===== src/rtl/pwc_pkg.sv =====
`timescale 1ns / 1ps
// ----------------------------------------------------------------------------
// pwc_pkg
// shared constants for the polygon window clipper
// ----------------------------------------------------------------------------
package pwc_pkg;

  // default widths
  localparam int COORD_BITS_DEF = 16;
  localparam int COUNT_BITS_DEF = 12;

  // configuration register indexes
  localparam int CFG_IDX_BITS = 2;
  localparam logic [CFG_IDX_BITS-1:0] REG_X_MIN = 2'd0;
  localparam logic [CFG_IDX_BITS-1:0] REG_Y_MIN = 2'd1;
  localparam logic [CFG_IDX_BITS-1:0] REG_X_MAX = 2'd2;
  localparam logic [CFG_IDX_BITS-1:0] REG_Y_MAX = 2'd3;

  // boundary stage codes, the last one means "emit"
  localparam int STG_BITS = 3;
  localparam logic [STG_BITS-1:0] STG_LEFT   = 3'd0;
  localparam logic [STG_BITS-1:0] STG_RIGHT  = 3'd1;
  localparam logic [STG_BITS-1:0] STG_BOTTOM = 3'd2;
  localparam logic [STG_BITS-1:0] STG_TOP    = 3'd3;
  localparam logic [STG_BITS-1:0] STG_EMIT   = 3'd4;

  localparam int NUM_STAGES = 4;

  // pending work stack
  localparam int STACK_DEPTH = 8;
  localparam int STACK_IDX   = 3;

  // input and output queue depths
  localparam int IN_DEPTH  = 4;
  localparam int OUT_DEPTH = 4;

endpackage


===== src/rtl/pwc_fifo.sv =====
`timescale 1ns / 1ps
// ----------------------------------------------------------------------------
// pwc_fifo
// small synchronous queue with full and empty flags
// ----------------------------------------------------------------------------
module pwc_fifo #(
  parameter int WIDTH = 8,
  parameter int DEPTH = 4
) (
  input  logic             clk,
  input  logic             rst,
  input  logic             push,
  input  logic [WIDTH-1:0] wdata,
  output logic             full,
  input  logic             pop,
  output logic [WIDTH-1:0] rdata,
  output logic             empty
);

  localparam int AW = $clog2(DEPTH);

  logic [WIDTH-1:0] mem [DEPTH];
  logic [AW-1:0]    wr_ptr;
  logic [AW-1:0]    rd_ptr;
  logic [AW:0]      count;
  logic             do_push;
  logic             do_pop;

  assign full    = (count == (AW+1)'(DEPTH));
  assign empty   = (count == '0);
  assign do_push = push && !full;
  assign do_pop  = pop && !empty;
  assign rdata   = mem[rd_ptr];

  // storage
  always_ff @(posedge clk) begin
    if (do_push) begin
      mem[wr_ptr] <= wdata;
    end
  end

  // pointers and fill level
  always_ff @(posedge clk) begin
    if (rst) begin
      wr_ptr <= '0;
      rd_ptr <= '0;
      count  <= '0;
    end else begin
      if (do_push) begin
        wr_ptr <= wr_ptr + 1'b1;
      end
      if (do_pop) begin
        rd_ptr <= rd_ptr + 1'b1;
      end
      if (do_push && !do_pop) begin
        count <= count + 1'b1;
      end else if (do_pop && !do_push) begin
        count <= count - 1'b1;
      end
    end
  end

endmodule


===== src/rtl/pwc_engine.sv =====
`timescale 1ns / 1ps
// ----------------------------------------------------------------------------
// pwc_engine
// back end: walks one vertex through the four boundary stages, closes the
// polygon on the final vertex, and writes result beats to the output queue
// ----------------------------------------------------------------------------
module pwc_engine #(
  parameter int COORD_BITS = 16,
  parameter int COUNT_BITS = 12
) (
  input  logic                  clk,
  input  logic                  rst,
  // window
  input  logic [COORD_BITS-1:0] win_x_min,
  input  logic [COORD_BITS-1:0] win_y_min,
  input  logic [COORD_BITS-1:0] win_x_max,
  input  logic [COORD_BITS-1:0] win_y_max,
  // input queue side
  input  logic                  in_empty,
  input  logic [COORD_BITS-1:0] in_x,
  input  logic [COORD_BITS-1:0] in_y,
  input  logic                  in_final,
  output logic                  in_pop,
  // output queue side
  input  logic                  out_full,
  output logic                  out_push,
  output logic [2*COORD_BITS+COUNT_BITS+2:0] out_data
);
  import pwc_pkg::*;

  localparam int CB = COORD_BITS;
  localparam int CW = COORD_BITS + 1;
  localparam int PW = 2 * CW;
  localparam int NW = $clog2(PW + 1);
  localparam logic [COUNT_BITS-1:0] CNT_MAX = '1;

  typedef enum logic [2:0] {
    S_IDLE, S_VISIT, S_CLOSE, S_MUL, S_NORM, S_DIV, S_FIN, S_FLUSH
  } state_t;

  state_t state;

  // work stack of (point, stage)
  logic [CB-1:0]       stk_x  [STACK_DEPTH];
  logic [CB-1:0]       stk_y  [STACK_DEPTH];
  logic [STG_BITS-1:0] stk_st [STACK_DEPTH];
  logic [STACK_IDX:0]  sp;
  logic [STACK_IDX-1:0] top_idx;
  logic [STACK_IDX-1:0] push_idx;

  // per stage memory
  logic [CB-1:0] first_x [NUM_STAGES];
  logic [CB-1:0] first_y [NUM_STAGES];
  logic [CB-1:0] prev_x  [NUM_STAGES];
  logic [CB-1:0] prev_y  [NUM_STAGES];
  logic [NUM_STAGES-1:0] first_valid;
  logic [COUNT_BITS-1:0] count;
  logic [COUNT_BITS-1:0] count_inc;

  // item control
  logic          fin;
  logic [2:0]    cst;

  // held result, flagged once the step ends
  logic                  have_pend;
  logic [CB-1:0]         pend_x;
  logic [CB-1:0]         pend_y;
  logic [COUNT_BITS-1:0] pend_cnt;

  // intersection unit
  logic [CW-1:0]       ea;
  logic [CW-1:0]       eb;
  logic [CW-1:0]       ed;
  logic [CB-1:0]       base;
  logic [CB-1:0]       edge_c;
  logic                xstage;
  logic [STG_BITS-1:0] ist;
  logic [PW-1:0]       prod;
  logic [PW-1:0]       num;
  logic [CW:0]         rem;
  logic [CW:0]         quo;
  logic [CW-1:0]       dmag;
  logic                neg;
  logic [NW-1:0]       cnt;

  // combinational views
  logic [CB-1:0]       cur_x;
  logic [CB-1:0]       cur_y;
  logic [STG_BITS-1:0] cur_st;
  logic [1:0]          cur_si;
  logic [1:0]          cl_si;
  logic                cur_in;
  logic                prv_in;
  logic                cl_prev_in;
  logic                cl_first_in;
  logic [CB-1:0]       s1x, s1y, s2x, s2y;
  logic [1:0]          s_si;
  logic [CB-1:0]       s_edge;
  logic [CW:0]         rem_sh;
  logic                qbit;
  logic [CW:0]         rem_nx;
  logic [CW:0]         sum;
  logic [CB-1:0]       res;

  function automatic logic inside_f(input logic [CB-1:0] x, input logic [CB-1:0] y,
                                    input logic [1:0] si,
                                    input logic [CB-1:0] xmin, input logic [CB-1:0] xmax,
                                    input logic [CB-1:0] ymin, input logic [CB-1:0] ymax);
    logic r;
    unique case (si)
      STG_LEFT[1:0]:   r = $signed(x) >= $signed(xmin);
      STG_RIGHT[1:0]:  r = $signed(x) <= $signed(xmax);
      STG_BOTTOM[1:0]: r = $signed(y) >= $signed(ymin);
      default:         r = $signed(y) <= $signed(ymax);
    endcase
    return r;
  endfunction

  assign top_idx  = STACK_IDX'(sp - 1'b1);
  assign push_idx = sp[STACK_IDX-1:0];
  assign cur_x    = stk_x[top_idx];
  assign cur_y    = stk_y[top_idx];
  assign cur_st   = stk_st[top_idx];
  assign cur_si   = cur_st[1:0];
  assign cl_si    = cst[1:0];
  assign count_inc = (count == CNT_MAX) ? count : count + 1'b1;

  // inside tests for a stage visit and a closing edge
  assign cur_in = inside_f(cur_x, cur_y, cur_si, win_x_min, win_x_max, win_y_min, win_y_max);
  assign prv_in = inside_f(prev_x[cur_si], prev_y[cur_si], cur_si,
                           win_x_min, win_x_max, win_y_min, win_y_max);
  assign cl_prev_in  = inside_f(prev_x[cl_si], prev_y[cl_si], cl_si,
                                win_x_min, win_x_max, win_y_min, win_y_max);
  assign cl_first_in = inside_f(first_x[cl_si], first_y[cl_si], cl_si,
                                win_x_min, win_x_max, win_y_min, win_y_max);

  // edge endpoints for the intersection setup; p2 is the base point
  always_comb begin
    if (state == S_CLOSE) begin
      s1x  = prev_x[cl_si];
      s1y  = prev_y[cl_si];
      s2x  = first_x[cl_si];
      s2y  = first_y[cl_si];
      s_si = cl_si;
    end else begin
      s1x  = cur_x;
      s1y  = cur_y;
      s2x  = prev_x[cur_si];
      s2y  = prev_y[cur_si];
      s_si = cur_si;
    end
    case (s_si)
      STG_LEFT[1:0]:   s_edge = win_x_min;
      STG_RIGHT[1:0]:  s_edge = win_x_max;
      STG_BOTTOM[1:0]: s_edge = win_y_min;
      default:         s_edge = win_y_max;
    endcase
  end

  // one restoring divide step
  always_comb begin
    rem_sh = {rem[CW-1:0], num[PW-1]};
    qbit   = (rem_sh >= {1'b0, dmag});
    rem_nx = qbit ? rem_sh - {1'b0, dmag} : rem_sh;
    sum    = {{2{base[CB-1]}}, base} + (neg ? -quo : quo);
    res    = sum[CB-1:0];
  end

  // queue handshakes and result beat
  always_comb begin
    in_pop   = (state == S_IDLE) && !in_empty;
    out_push = 1'b0;
    out_data = {pend_x, pend_y, 1'b1, 1'b0, 1'b0, pend_cnt};
    if (state == S_VISIT && sp != '0 && cur_st == STG_EMIT && have_pend) begin
      out_push = !out_full;
    end else if (state == S_FLUSH) begin
      if (have_pend) begin
        out_push = !out_full;
        out_data = {pend_x, pend_y, 1'b1, 1'b1, fin, pend_cnt};
      end else if (fin) begin
        out_push = !out_full;
        out_data = {{CB{1'b0}}, {CB{1'b0}}, 1'b0, 1'b1, 1'b1, count};
      end
    end
  end

  // sequencer
  always_ff @(posedge clk) begin
    if (rst) begin
      state       <= S_IDLE;
      sp          <= '0;
      first_valid <= '0;
      count       <= '0;
      have_pend   <= 1'b0;
    end else begin
      unique case (state)
        S_IDLE: begin
          if (!in_empty) begin
            stk_x[0]  <= in_x;
            stk_y[0]  <= in_y;
            stk_st[0] <= STG_LEFT;
            sp        <= (STACK_IDX+1)'(1);
            fin       <= in_final;
            cst       <= '0;
            have_pend <= 1'b0;
            state     <= S_VISIT;
          end
        end
        S_VISIT: begin
          if (sp == '0) begin
            state <= (fin && cst != 3'(NUM_STAGES)) ? S_CLOSE : S_FLUSH;
          end else if (cur_st == STG_EMIT) begin
            if (!have_pend || !out_full) begin
              pend_x    <= cur_x;
              pend_y    <= cur_y;
              pend_cnt  <= count_inc;
              count     <= count_inc;
              have_pend <= 1'b1;
              sp        <= sp - 1'b1;
            end
          end else begin
            // stage visit: record first, detect crossing, update previous
            if (!first_valid[cur_si]) begin
              first_x[cur_si]     <= cur_x;
              first_y[cur_si]     <= cur_y;
              first_valid[cur_si] <= 1'b1;
            end else if (cur_in != prv_in) begin
              state <= S_MUL;
            end
            prev_x[cur_si] <= cur_x;
            prev_y[cur_si] <= cur_y;
            if (cur_in) begin
              stk_st[top_idx] <= cur_st + 1'b1;
            end else begin
              sp <= sp - 1'b1;
            end
            ist <= cur_st + 1'b1;
          end
          // intersection operands, used only when a crossing starts
          xstage <= !s_si[1];
          edge_c <= s_edge;
          if (!s_si[1]) begin
            ea   <= {s_edge[CB-1], s_edge} - {s2x[CB-1], s2x};
            eb   <= {s1y[CB-1], s1y} - {s2y[CB-1], s2y};
            ed   <= {s1x[CB-1], s1x} - {s2x[CB-1], s2x};
            base <= s2y;
          end else begin
            ea   <= {s_edge[CB-1], s_edge} - {s2y[CB-1], s2y};
            eb   <= {s1x[CB-1], s1x} - {s2x[CB-1], s2x};
            ed   <= {s1y[CB-1], s1y} - {s2y[CB-1], s2y};
            base <= s2x;
          end
        end
        S_CLOSE: begin
          // closing edge of one stage: previous to first
          cst    <= cst + 1'b1;
          ist    <= {1'b0, cl_si} + 1'b1;
          xstage <= !s_si[1];
          edge_c <= s_edge;
          if (!s_si[1]) begin
            ea   <= {s_edge[CB-1], s_edge} - {s2x[CB-1], s2x};
            eb   <= {s1y[CB-1], s1y} - {s2y[CB-1], s2y};
            ed   <= {s1x[CB-1], s1x} - {s2x[CB-1], s2x};
            base <= s2y;
          end else begin
            ea   <= {s_edge[CB-1], s_edge} - {s2y[CB-1], s2y};
            eb   <= {s1x[CB-1], s1x} - {s2x[CB-1], s2x};
            ed   <= {s1y[CB-1], s1y} - {s2y[CB-1], s2y};
            base <= s2x;
          end
          if (first_valid[cl_si] && cl_prev_in != cl_first_in) begin
            state <= S_MUL;
          end else begin
            state <= S_VISIT;
          end
        end
        S_MUL: begin
          prod  <= PW'($signed(ea) * $signed(eb));
          state <= S_NORM;
        end
        S_NORM: begin
          num   <= prod[PW-1] ? -prod : prod;
          dmag  <= ed[CW-1] ? -ed : ed;
          neg   <= prod[PW-1] ^ ed[CW-1];
          rem   <= '0;
          quo   <= '0;
          cnt   <= '0;
          state <= S_DIV;
        end
        S_DIV: begin
          rem <= rem_nx;
          quo <= {quo[CW-1:0], qbit};
          num <= {num[PW-2:0], 1'b0};
          cnt <= cnt + 1'b1;
          if (cnt == NW'(PW - 1)) begin
            state <= S_FIN;
          end
        end
        S_FIN: begin
          // crossing point goes on top of the stack
          stk_x[push_idx]  <= xstage ? edge_c : res;
          stk_y[push_idx]  <= xstage ? res : edge_c;
          stk_st[push_idx] <= ist;
          sp               <= sp + 1'b1;
          state            <= S_VISIT;
        end
        S_FLUSH: begin
          if (have_pend || fin) begin
            if (!out_full) begin
              have_pend <= 1'b0;
              if (fin) begin
                first_valid <= '0;
                count       <= '0;
              end
              state <= S_IDLE;
            end
          end else begin
            state <= S_IDLE;
          end
        end
        default: state <= S_IDLE;
      endcase
    end
  end

endmodule


===== src/rtl/polygon_window_clipper_core.sv =====
`timescale 1ns / 1ps
// ----------------------------------------------------------------------------
// polygon_window_clipper_core
// clips a polygon, one vertex per beat, against an axis-aligned window
// ----------------------------------------------------------------------------
// Usage:
//   vertices go in through push/full; a beat is taken when push is high and
//   full is low. final_vertex on a beat closes the polygon.
//   results come out through empty/pop; the oldest result sits on the ports
//   while empty is low and leaves on a clock with pop high.
//   the window registers are written through cfg_we/cfg_index/cfg_data; the
//   user writes them only while the block is idle, the block does not enforce it.
// Flow:
//   a 4-deep input queue takes vertices while the clip engine works.
//   a vertex is dropped at a boundary stage or passes all four stages and is
//   emitted; each edge crossing goes through the shared multiply and
//   bit-serial divide unit.
//   a result is held until the next one or the end of its vertex is known,
//   then enters the output queue and reaches the ports behind older results.
// Reset: rst clears queues, stage memory, count and the window to defaults.
// Stall: a full output queue holds the engine; the input queue then fills
//   and full rises.
// ----------------------------------------------------------------------------
module polygon_window_clipper_core #(
  parameter int COORD_BITS = pwc_pkg::COORD_BITS_DEF,
  parameter int COUNT_BITS = pwc_pkg::COUNT_BITS_DEF
) (
  input  logic                            clk,
  input  logic                            rst,
  // configuration
  input  logic                            cfg_we,
  input  logic [pwc_pkg::CFG_IDX_BITS-1:0] cfg_index,
  input  logic [COORD_BITS-1:0]           cfg_data,
  // vertex input
  input  logic                            push,
  output logic                            full,
  input  logic [COORD_BITS-1:0]           vertex_x,
  input  logic [COORD_BITS-1:0]           vertex_y,
  input  logic                            final_vertex,
  // result output
  output logic                            empty,
  input  logic                            pop,
  output logic [COORD_BITS-1:0]           out_x,
  output logic [COORD_BITS-1:0]           out_y,
  output logic                            has_vertex,
  output logic                            run_last,
  output logic                            polygon_done,
  output logic [COUNT_BITS-1:0]           vertex_count
);
  import pwc_pkg::*;

  localparam int IW = 2 * COORD_BITS + 1;
  localparam int OW = 2 * COORD_BITS + COUNT_BITS + 3;

  logic [COORD_BITS-1:0] win_x_min;
  logic [COORD_BITS-1:0] win_y_min;
  logic [COORD_BITS-1:0] win_x_max;
  logic [COORD_BITS-1:0] win_y_max;

  logic [IW-1:0]         in_rdata;
  logic                  in_empty;
  logic                  in_pop;
  logic                  out_full;
  logic                  out_push;
  logic [OW-1:0]         out_wdata;
  logic [OW-1:0]         out_rdata;

  // window registers
  always_ff @(posedge clk) begin
    if (rst) begin
      win_x_min <= '0;
      win_y_min <= '0;
      win_x_max <= {1'b0, {(COORD_BITS-1){1'b1}}};
      win_y_max <= {1'b0, {(COORD_BITS-1){1'b1}}};
    end else if (cfg_we) begin
      unique case (cfg_index)
        REG_X_MIN: win_x_min <= cfg_data;
        REG_Y_MIN: win_y_min <= cfg_data;
        REG_X_MAX: win_x_max <= cfg_data;
        default:   win_y_max <= cfg_data;
      endcase
    end
  end

  // front: vertex queue
  pwc_fifo #(.WIDTH(IW), .DEPTH(IN_DEPTH)) u_in_q (
    .clk   (clk),
    .rst   (rst),
    .push  (push),
    .wdata ({final_vertex, vertex_x, vertex_y}),
    .full  (full),
    .pop   (in_pop),
    .rdata (in_rdata),
    .empty (in_empty)
  );

  // back: clip engine
  pwc_engine #(.COORD_BITS(COORD_BITS), .COUNT_BITS(COUNT_BITS)) u_engine (
    .clk       (clk),
    .rst       (rst),
    .win_x_min (win_x_min),
    .win_y_min (win_y_min),
    .win_x_max (win_x_max),
    .win_y_max (win_y_max),
    .in_empty  (in_empty),
    .in_x      (in_rdata[2*COORD_BITS-1:COORD_BITS]),
    .in_y      (in_rdata[COORD_BITS-1:0]),
    .in_final  (in_rdata[IW-1]),
    .in_pop    (in_pop),
    .out_full  (out_full),
    .out_push  (out_push),
    .out_data  (out_wdata)
  );

  // result queue
  pwc_fifo #(.WIDTH(OW), .DEPTH(OUT_DEPTH)) u_out_q (
    .clk   (clk),
    .rst   (rst),
    .push  (out_push),
    .wdata (out_wdata),
    .full  (out_full),
    .pop   (pop),
    .rdata (out_rdata),
    .empty (empty)
  );

  assign out_x        = out_rdata[OW-1:OW-COORD_BITS];
  assign out_y        = out_rdata[OW-COORD_BITS-1:COUNT_BITS+3];
  assign has_vertex   = out_rdata[COUNT_BITS+2];
  assign run_last     = out_rdata[COUNT_BITS+1];
  assign polygon_done = out_rdata[COUNT_BITS];
  assign vertex_count = out_rdata[COUNT_BITS-1:0];

endmodule


===== config.mk =====
export PLATFORM = sky130hd
export DESIGN_NAME = polygon_window_clipper_core
export DESIGN_NICKNAME = d
export VERILOG_FILES = /design/src/rtl/pwc_pkg.sv /design/src/rtl/pwc_fifo.sv /design/src/rtl/pwc_engine.sv /design/src/rtl/polygon_window_clipper_core.sv
export SDC_FILE = /design/constraint.sdc
export NUM_CORES = 2
export LEC_CHECK = 0
export BUFFER_PORTS_ARGS = -buffer_cell sky130_fd_sc_hd__buf_2
export CORE_MARGIN = 4
export CORE_UTILIZATION = 58
export DETAILED_ROUTE_END_ITERATION = 7
export GPL_TIMING_DRIVEN = 0
export HOLD_SLACK_MARGIN = 0.1
export PLACE_DENSITY = 0.77
export SYNTH_ARGS = -nofsm -noshare
export SYNTH_HDL_FRONTEND = slang
export SYNTH_HIERARCHICAL = 1
export SYNTH_SLANG_ARGS = --single-unit

===== constraint.sdc =====
create_clock -name clk -period 6.75 [get_ports clk]
set_input_delay 0 -clock clk [delete_from_list [all_inputs] [get_ports clk]]
set_output_delay 0 -clock clk [all_outputs]
set_load 0.005 [all_outputs]

Yosys cells after proc, flatten, opt, wreduce, memory -nomap -nowiden
Memory sizes are Yosys's and may differ from the RTL's. A register that Yosys moved wholly into a read port is not among the register bits.
Index checks and enable logic that the tools add are counted.
- word-level logic and storage cells: 335
- output and inout bits: 49
- memory bits (writable): 856
- bits in registers: 362
- bits of input ports: 56
- memories: 9
- magnitude comparators: 20
- multiply operators: 1
- multiplexer cells: 134
- $add $sub $neg: 24
- reduce and logical (&&, ||, !) cells: 67
- equality and inequality tests: 39
- bitwise gates (word level): 6
- memories (name ; depth ; width ; read ports ; clocked after Yosys merged registers in ; write ports ; RTL line ; source):
    u_out_q.mem ; 4 ; 47 ; 1 ; 1 ; 1 ; pwc_fifo.sv:22 ; logic [WIDTH-1:0] mem [DEPTH];
    u_in_q.mem ; 4 ; 33 ; 1 ; 1 ; 1 ; pwc_fifo.sv:22 ;
    u_engine.stk_x ; 8 ; 16 ; 1 ; 0 ; 1 ; pwc_engine.sv:44 ; logic [CB-1:0] stk_x [STACK_DEPTH];
    u_engine.stk_y ; 8 ; 16 ; 1 ; 0 ; 1 ; pwc_engine.sv:45 ; logic [CB-1:0] stk_y [STACK_DEPTH];
    u_engine.first_x ; 4 ; 16 ; 1 ; 1 ; 1 ; pwc_engine.sv:52 ; logic [CB-1:0] first_x [NUM_STAGES];
    u_engine.first_y ; 4 ; 16 ; 1 ; 1 ; 1 ; pwc_engine.sv:53 ; logic [CB-1:0] first_y [NUM_STAGES];
    3 more memories ; - ; - ; - ; - ; - ; - ;
- operators by type and width (cell ; number):
    47-bit 2-to-1 mux ; 4
    16-bit 2-to-1 mux ; 11
    16-bit greater-or-equal comparator ; 8
    16-bit <= comparator ; 8
    12-bit 2-to-1 mux ; 7
    17-bit 2-to-1 mux ; 4
    34-bit one-hot mux with 2 select lines ; 1
    16-bit by 16-bit subtractor with 17-bit output ; 4
    3-bit 2-to-1 mux ; 22
    16-bit one-hot mux with 3 select lines ; 1
    1-bit 2-to-1 mux ; 45
    4-bit 2-to-1 mux ; 11
    17-bit by 17-bit multiplier with 34-bit output ; 1
    34-bit 2-to-1 mux ; 1
    34-bit negator ; 1
    17-bit one-hot mux with 2 select lines ; 1
    16-bit one-hot mux with 2 select lines ; 1
    16-bit OR reduction ; 2
    12-bit one-hot mux with 2 select lines ; 1
    3-bit one-hot mux with 8 select lines ; 1
    3-bit == test, second input constant ; 7
    3-bit != test, second input constant ; 7
    7-bit AND reduction ; 3
    2-bit 2-to-1 mux ; 10
    50 further kinds ; 129

Logic depth before layout (Yosys ltp)
An unclocked memory read counts as a cell.
- depth in word-level cells: 13
- gate-level depth with buffers: 28

By module
Netlist, hierarchy kept.
- modules (own cells, without submodules) (module ; area each (um2) ; seq. area each (um2) ; instances ; cells each):
    pwc_engine ; 55806.0 ; 24423.4 ; 1 ; 4745
    pwc_fifo at u_out_q ; 7269.5 ; 5825.6 ; 1 ; 293
    pwc_fifo at u_in_q ; 5282.6 ; 4144.0 ; 1 ; 221
    polygon_window_clipper_core ; 2549.9 ; 1281.2 ; 1 ; 246

Worst setup path after synthesis
OpenSTA, ideal clock, no wires.
- path kind: register -> register
- from: register u_engine.eb[9]
- to: register u_engine.prod[32] (data pin)
- period minus slack after synthesis: 6.287 ns
- arrival: 6.030 ns
- stages on the path, launching flop included: 26
- library setup time: 0.258 ns
- buffers on the path: 2
- slack: 0.463 ns
- required time: 6.492 ns
- cells stage by stage: edfxtp_1 > clkbuf_1 > clkbuf_1 > nand2_1 > fa_1 > inv_1 > fa_1 > inv_1 > fa_1 > inv_1 > fa_1 > fa_1 > inv_1 > fa_1 > inv_1 > ha_1 > and4_1 > and3_1 > a21oi_1 > inv_1 > a41o_1 > a31oi_1 > o211ai_1 > a21o_1 > a21oi_1 > xnor2_1
- word-level cells in the longest chain between the ends: 1
- ends and longest elaborated chain (what ; RTL line ; source):
    start, declared ; pwc_engine.sv:72 ; logic [CW-1:0] eb;
    start signal, assigned ; pwc_engine.sv:244 ; eb <= {s1y[CB-1], s1y} - {s2y[CB-1], s2y};
    start signal, assigned ; pwc_engine.sv:249 ; eb <= {s1x[CB-1], s1x} - {s2x[CB-1], s2x};
    start signal, assigned ; pwc_engine.sv:262 ; eb <= {s1y[CB-1], s1y} - {s2y[CB-1], s2y};
    17-bit by 17-bit multiplier with 34-bit output ; pwc_engine.sv:278 ; prod <= PW'($signed(ea) * $signed(eb));
    end signal, assigned ; pwc_engine.sv:278 ;
    end, declared ; pwc_engine.sv:78 ; logic [PW-1:0] prod;
Every way passes these cells.
A chain may end at the register's enable or synchronous reset.

Worst setup path in the final report
- from: register u_engine.sp[0]
- to: register u_engine.eb[16] (data pin)
- word-level cells in the longest chain between the ends: 6
- ends and longest elaborated chain (what ; RTL line ; source):
    start, declared ; pwc_engine.sv:47 ; logic [STACK_IDX:0] sp;
    start signal, assigned ; pwc_engine.sv:202 ; sp <= (STACK_IDX+1)'(1);
    start signal, assigned ; pwc_engine.sv:219 ; sp <= sp - 1'b1;
    start signal, assigned ; pwc_engine.sv:235 ; sp <= sp - 1'b1;
    4-bit by 1-bit subtractor with 4-bit output (*) ; - ;
    memory read 8 x 3 bit ; - ;
    memory read 4 x 16 bit (on tied branches) ; - ;
    16-bit 2-to-1 mux ; pwc_engine.sv:139 ; if (state == S_CLOSE) begin
    16-bit by 16-bit subtractor with 17-bit output (on tied branches) ; - ;
    17-bit 2-to-1 mux (*) ; pwc_engine.sv:242, pwc_engine.sv:260 ;
Mark *: on every way between the ends. The rest lies on a longest branch, timed or not.

==> results.ini <==
[status]
run_status=finished, violations left
violations=negative setup slack

[place]
place.gp.congestion=1.06
hpwl_um=147000
portBuffers=104
dpl_cell_area_sq_mm=0.0741
dp_cells=7270
dp_slack_ns=-1.43

[die]
die_y_um=358
num_rows=128
io_pins=105
core_sq_mm=0.122
dieArea_sq_mm=0.128
die_w_um=358
start_util=0.583

[routing]
viasPerCell=6.27
vias=48036
wl_um=201000
drt_first_pass_iters=7
ant_nets=0
detail_route.wl_per_cell_um=26.2
drcViolationCount=0
drt_iter0_markers=6128

[worst_setup_path]
worstPathArrival_ns=7.32
required_ns=7.32
slowest_delay_ns=0.90
worst-setup-path-type=register to register
crit_path_end_kind=register
slowest_stage=mux2i_1
timing.critical_path.buf_inv=5
cp_max_fo=10
path_cells=buf_4 > buf_4 > inv_1 > ha_2 > mux4_2 > mux2i_1 > buf_2 > clkbuf_1 > a31oi_1 > mux2i_1 > ha_1 > a21oi_1 > a21oi_2 > a2111oi_4 > o31ai_2 > a2111oi_2 > a21oi_2 > mux2i_2
start_kind=register
cp_top_family=multiplexers

[clock_tree]
path_clk_slew_ns=0.06
cts-root-buf=clkbuf_16
cts_tree=yes
cts_htree_levels=4
clock_path_buffers=3
clkLatencyLatePin_ns=0.77
clock-sinks=1224
cts_buffers=130

[synthesis]
synth_edf_count=1116
synth_ff_type=edfxtp_1
synth_top_area_frac=0.473
postSynthNetCount=6312
syn_area_sq_mm=0.0709
synth_most_common_cell=edfxtp_1
yosysTopAreaCell=edfxtp_1
ys_seq_area_frac=0.503
synth_area_leaders=edfxtp_1, fa_1, ha_1, mux4_2, dfxtp_1
synthDistinctLibCells=102
synth_common_cells=edfxtp_1, nand2_1, inv_1, ha_1, nor2_1
synth-seq-cells=1224
async_reset_ff_frac=0
ys_warn_count=6
syn_avg_cell_area_sq_um=12.9
netlist_instances=5505

[sta]
relSlewSlack=0.225
skew_ns=0.0300
worst_slack_ns=-0.00433
rsz0062_at_grt=true
min_period_ns=6.75
max_freq_ghz=0.148
final.setup.tns_ns=-0.00433
min_period_over_period=1.00
finalSetupViolCount=1
worst_pin_slew_ns=1.13
hold_viol=0
drv_slew=0

[cells_and_area]
n_fill_cell=8550
drive_above_1_share=0.145
fin_area_sq_mm=0.0801
final_nets=6735
fin_cells=7658
area_growth_pct=12.9

[global_route]
grt_pass1_wl_um=297000
grt_max_degree=37
grt_usage=0.314
grt_overflow=0
grt_antenna_before_repair=6
grt_pass1_vias=47256

[run]
maxCapViolCount=0

[hold_path]
hp-class=primary input to register

state kept, by name (all words and copies together), names as in the netlist, 17 cells and up, named ones only:
register          flops
u_engine/dmag        17
u_engine/ea          17
u_engine/eb          17
u_engine/ed          17
u_engine/first_x     64
u_engine/first_y     64
u_engine/num         34
u_engine/prev_x      64
u_engine/prev_y      64
u_engine/prod        34
u_engine/rem         17
u_engine/stk_st      24
u_engine/stk_x      128
u_engine/stk_y      128
u_in_q/mem          132
u_out_q/mem         188
metal layers:
layer	global-route usage	wire [um]	vias up
li1	-	-	20784
met1	0.430	77600	23877
met2	0.481	90900	2771
met3	0.0767	22000	602
met4	0.145	10300	2
met5	0	17	-
area by class of cell:
| cell class | instances | area (sq um) | share of cell area |
|---|---|---|---|
| antenna | 10 | 25.0 | 0.000313 |
| sequential | 1224 | 35700 | 0.446 |
| inverter | 490 | 1840 | 0.0230 |
| clock inverter | 69 | 696 | 0.00869 |
| multi-input combinational | 3585 | 32800 | 0.410 |
| buffer | 202 | 1100 | 0.0137 |
| timing repair buffer | 295 | 2480 | 0.0310 |
| tap | 1625 | 2030 | 0.0254 |
| clock buffer | 158 | 3420 | 0.0427 |
stage by stage:
step	hold slack (ns)	util
3_3_place_gp	0.212	0.604
6_report	0.171	0.659
2_1_floorplan	0.0989	-
5_1_grt	0.164	0.658
3_5_place_dp	0.217	0.610
4_1_cts	0.101	0.654
cell usage in the layout (no fill, tap or decap), types with 24 or more instances in the layout:
cell,instances
edfxtp_1,1116
nand2_1,544
inv_1,484
ha_1,442
nor2_1,328
fa_1,301
mux4_2,227
a21oi_1,193
and2_1,167
o21ai_0,164
mux2i_1,152
buf_2,138
clkbuf_16,132
xnor2_1,118
clkbuf_1,111
dfxtp_1,107
dlygate4sd3_1,104
nand2b_1,86
xor2_1,67
buf_4,65
nor2b_1,60
nand3_1,56
a21o_1,54
mux2_2,50
nand4_1,49
and3_1,45
a31oi_1,43
or3_1,35
nor3_1,35
buf_6,29
a211oi_1,29
clkinv_1,24
cell families (layout without fill, tap and decap cells):
logic type	after synthesis	count (layout)	share of synthesized area
and+or+nand+nor	1510	1510	0.103
xor gates and xnor gates	186	186	0.0230
buffers and inverters	696	1214	0.0398
AOI/OAI and AO/OA	693	693	0.0621
muxes	445	445	0.105
DFF	1224	1224	0.503
other	0	10	0
adders and majority gates	751	751	0.165
worst register-to-register path: stages (launching register included):
cell,delay (ns)
dfxtp_2,0.41
buf_4,0.25
buf_4,0.26
inv_1,0.17
ha_2,0.43
mux4_2,0.33
mux2i_1,0.45
buf_2,0.40
clkbuf_1,0.49
a31oi_1,0.32
mux2i_1,0.90
ha_1,0.45
a21oi_1,0.24
a21oi_2,0.11
a2111oi_4,0.42
o31ai_2,0.14
a2111oi_2,0.42
a21oi_2,0.11
mux2i_2,0.27
timing repair:
| item | 4_1_cts | 5_1_grt |
|---|---|---|
| gates cloned | 0 | 0 |
| setup endpoints to repair | 259 | 74 |
| hold buffers | 104 | 0 |
| resized for setup | 66 | 96 |
| hold endpoints to repair | 213 | 0 |
| pin swaps | 2 | 8 |
| setup buffers | 18 | 33 |
final timing paths:
path / start / end / slack, ns / depth (start not counted)
worst max register to register: u_engine/sp[0] / u_engine/eb[16] / -0.004 / 18
worst min register to register: win_y_min[13] / win_y_min[13] / 0.50 / 2
worst min-delay path: cfg_data[4] / win_y_min[4] / 0.17 / 4
worst max-delay path: u_engine/sp[0] / u_engine/eb[16] / -0.004 / 18
Power is not shown: default switching activity piles up to over one toggle a cycle in this logic, so the estimate is an artifact.
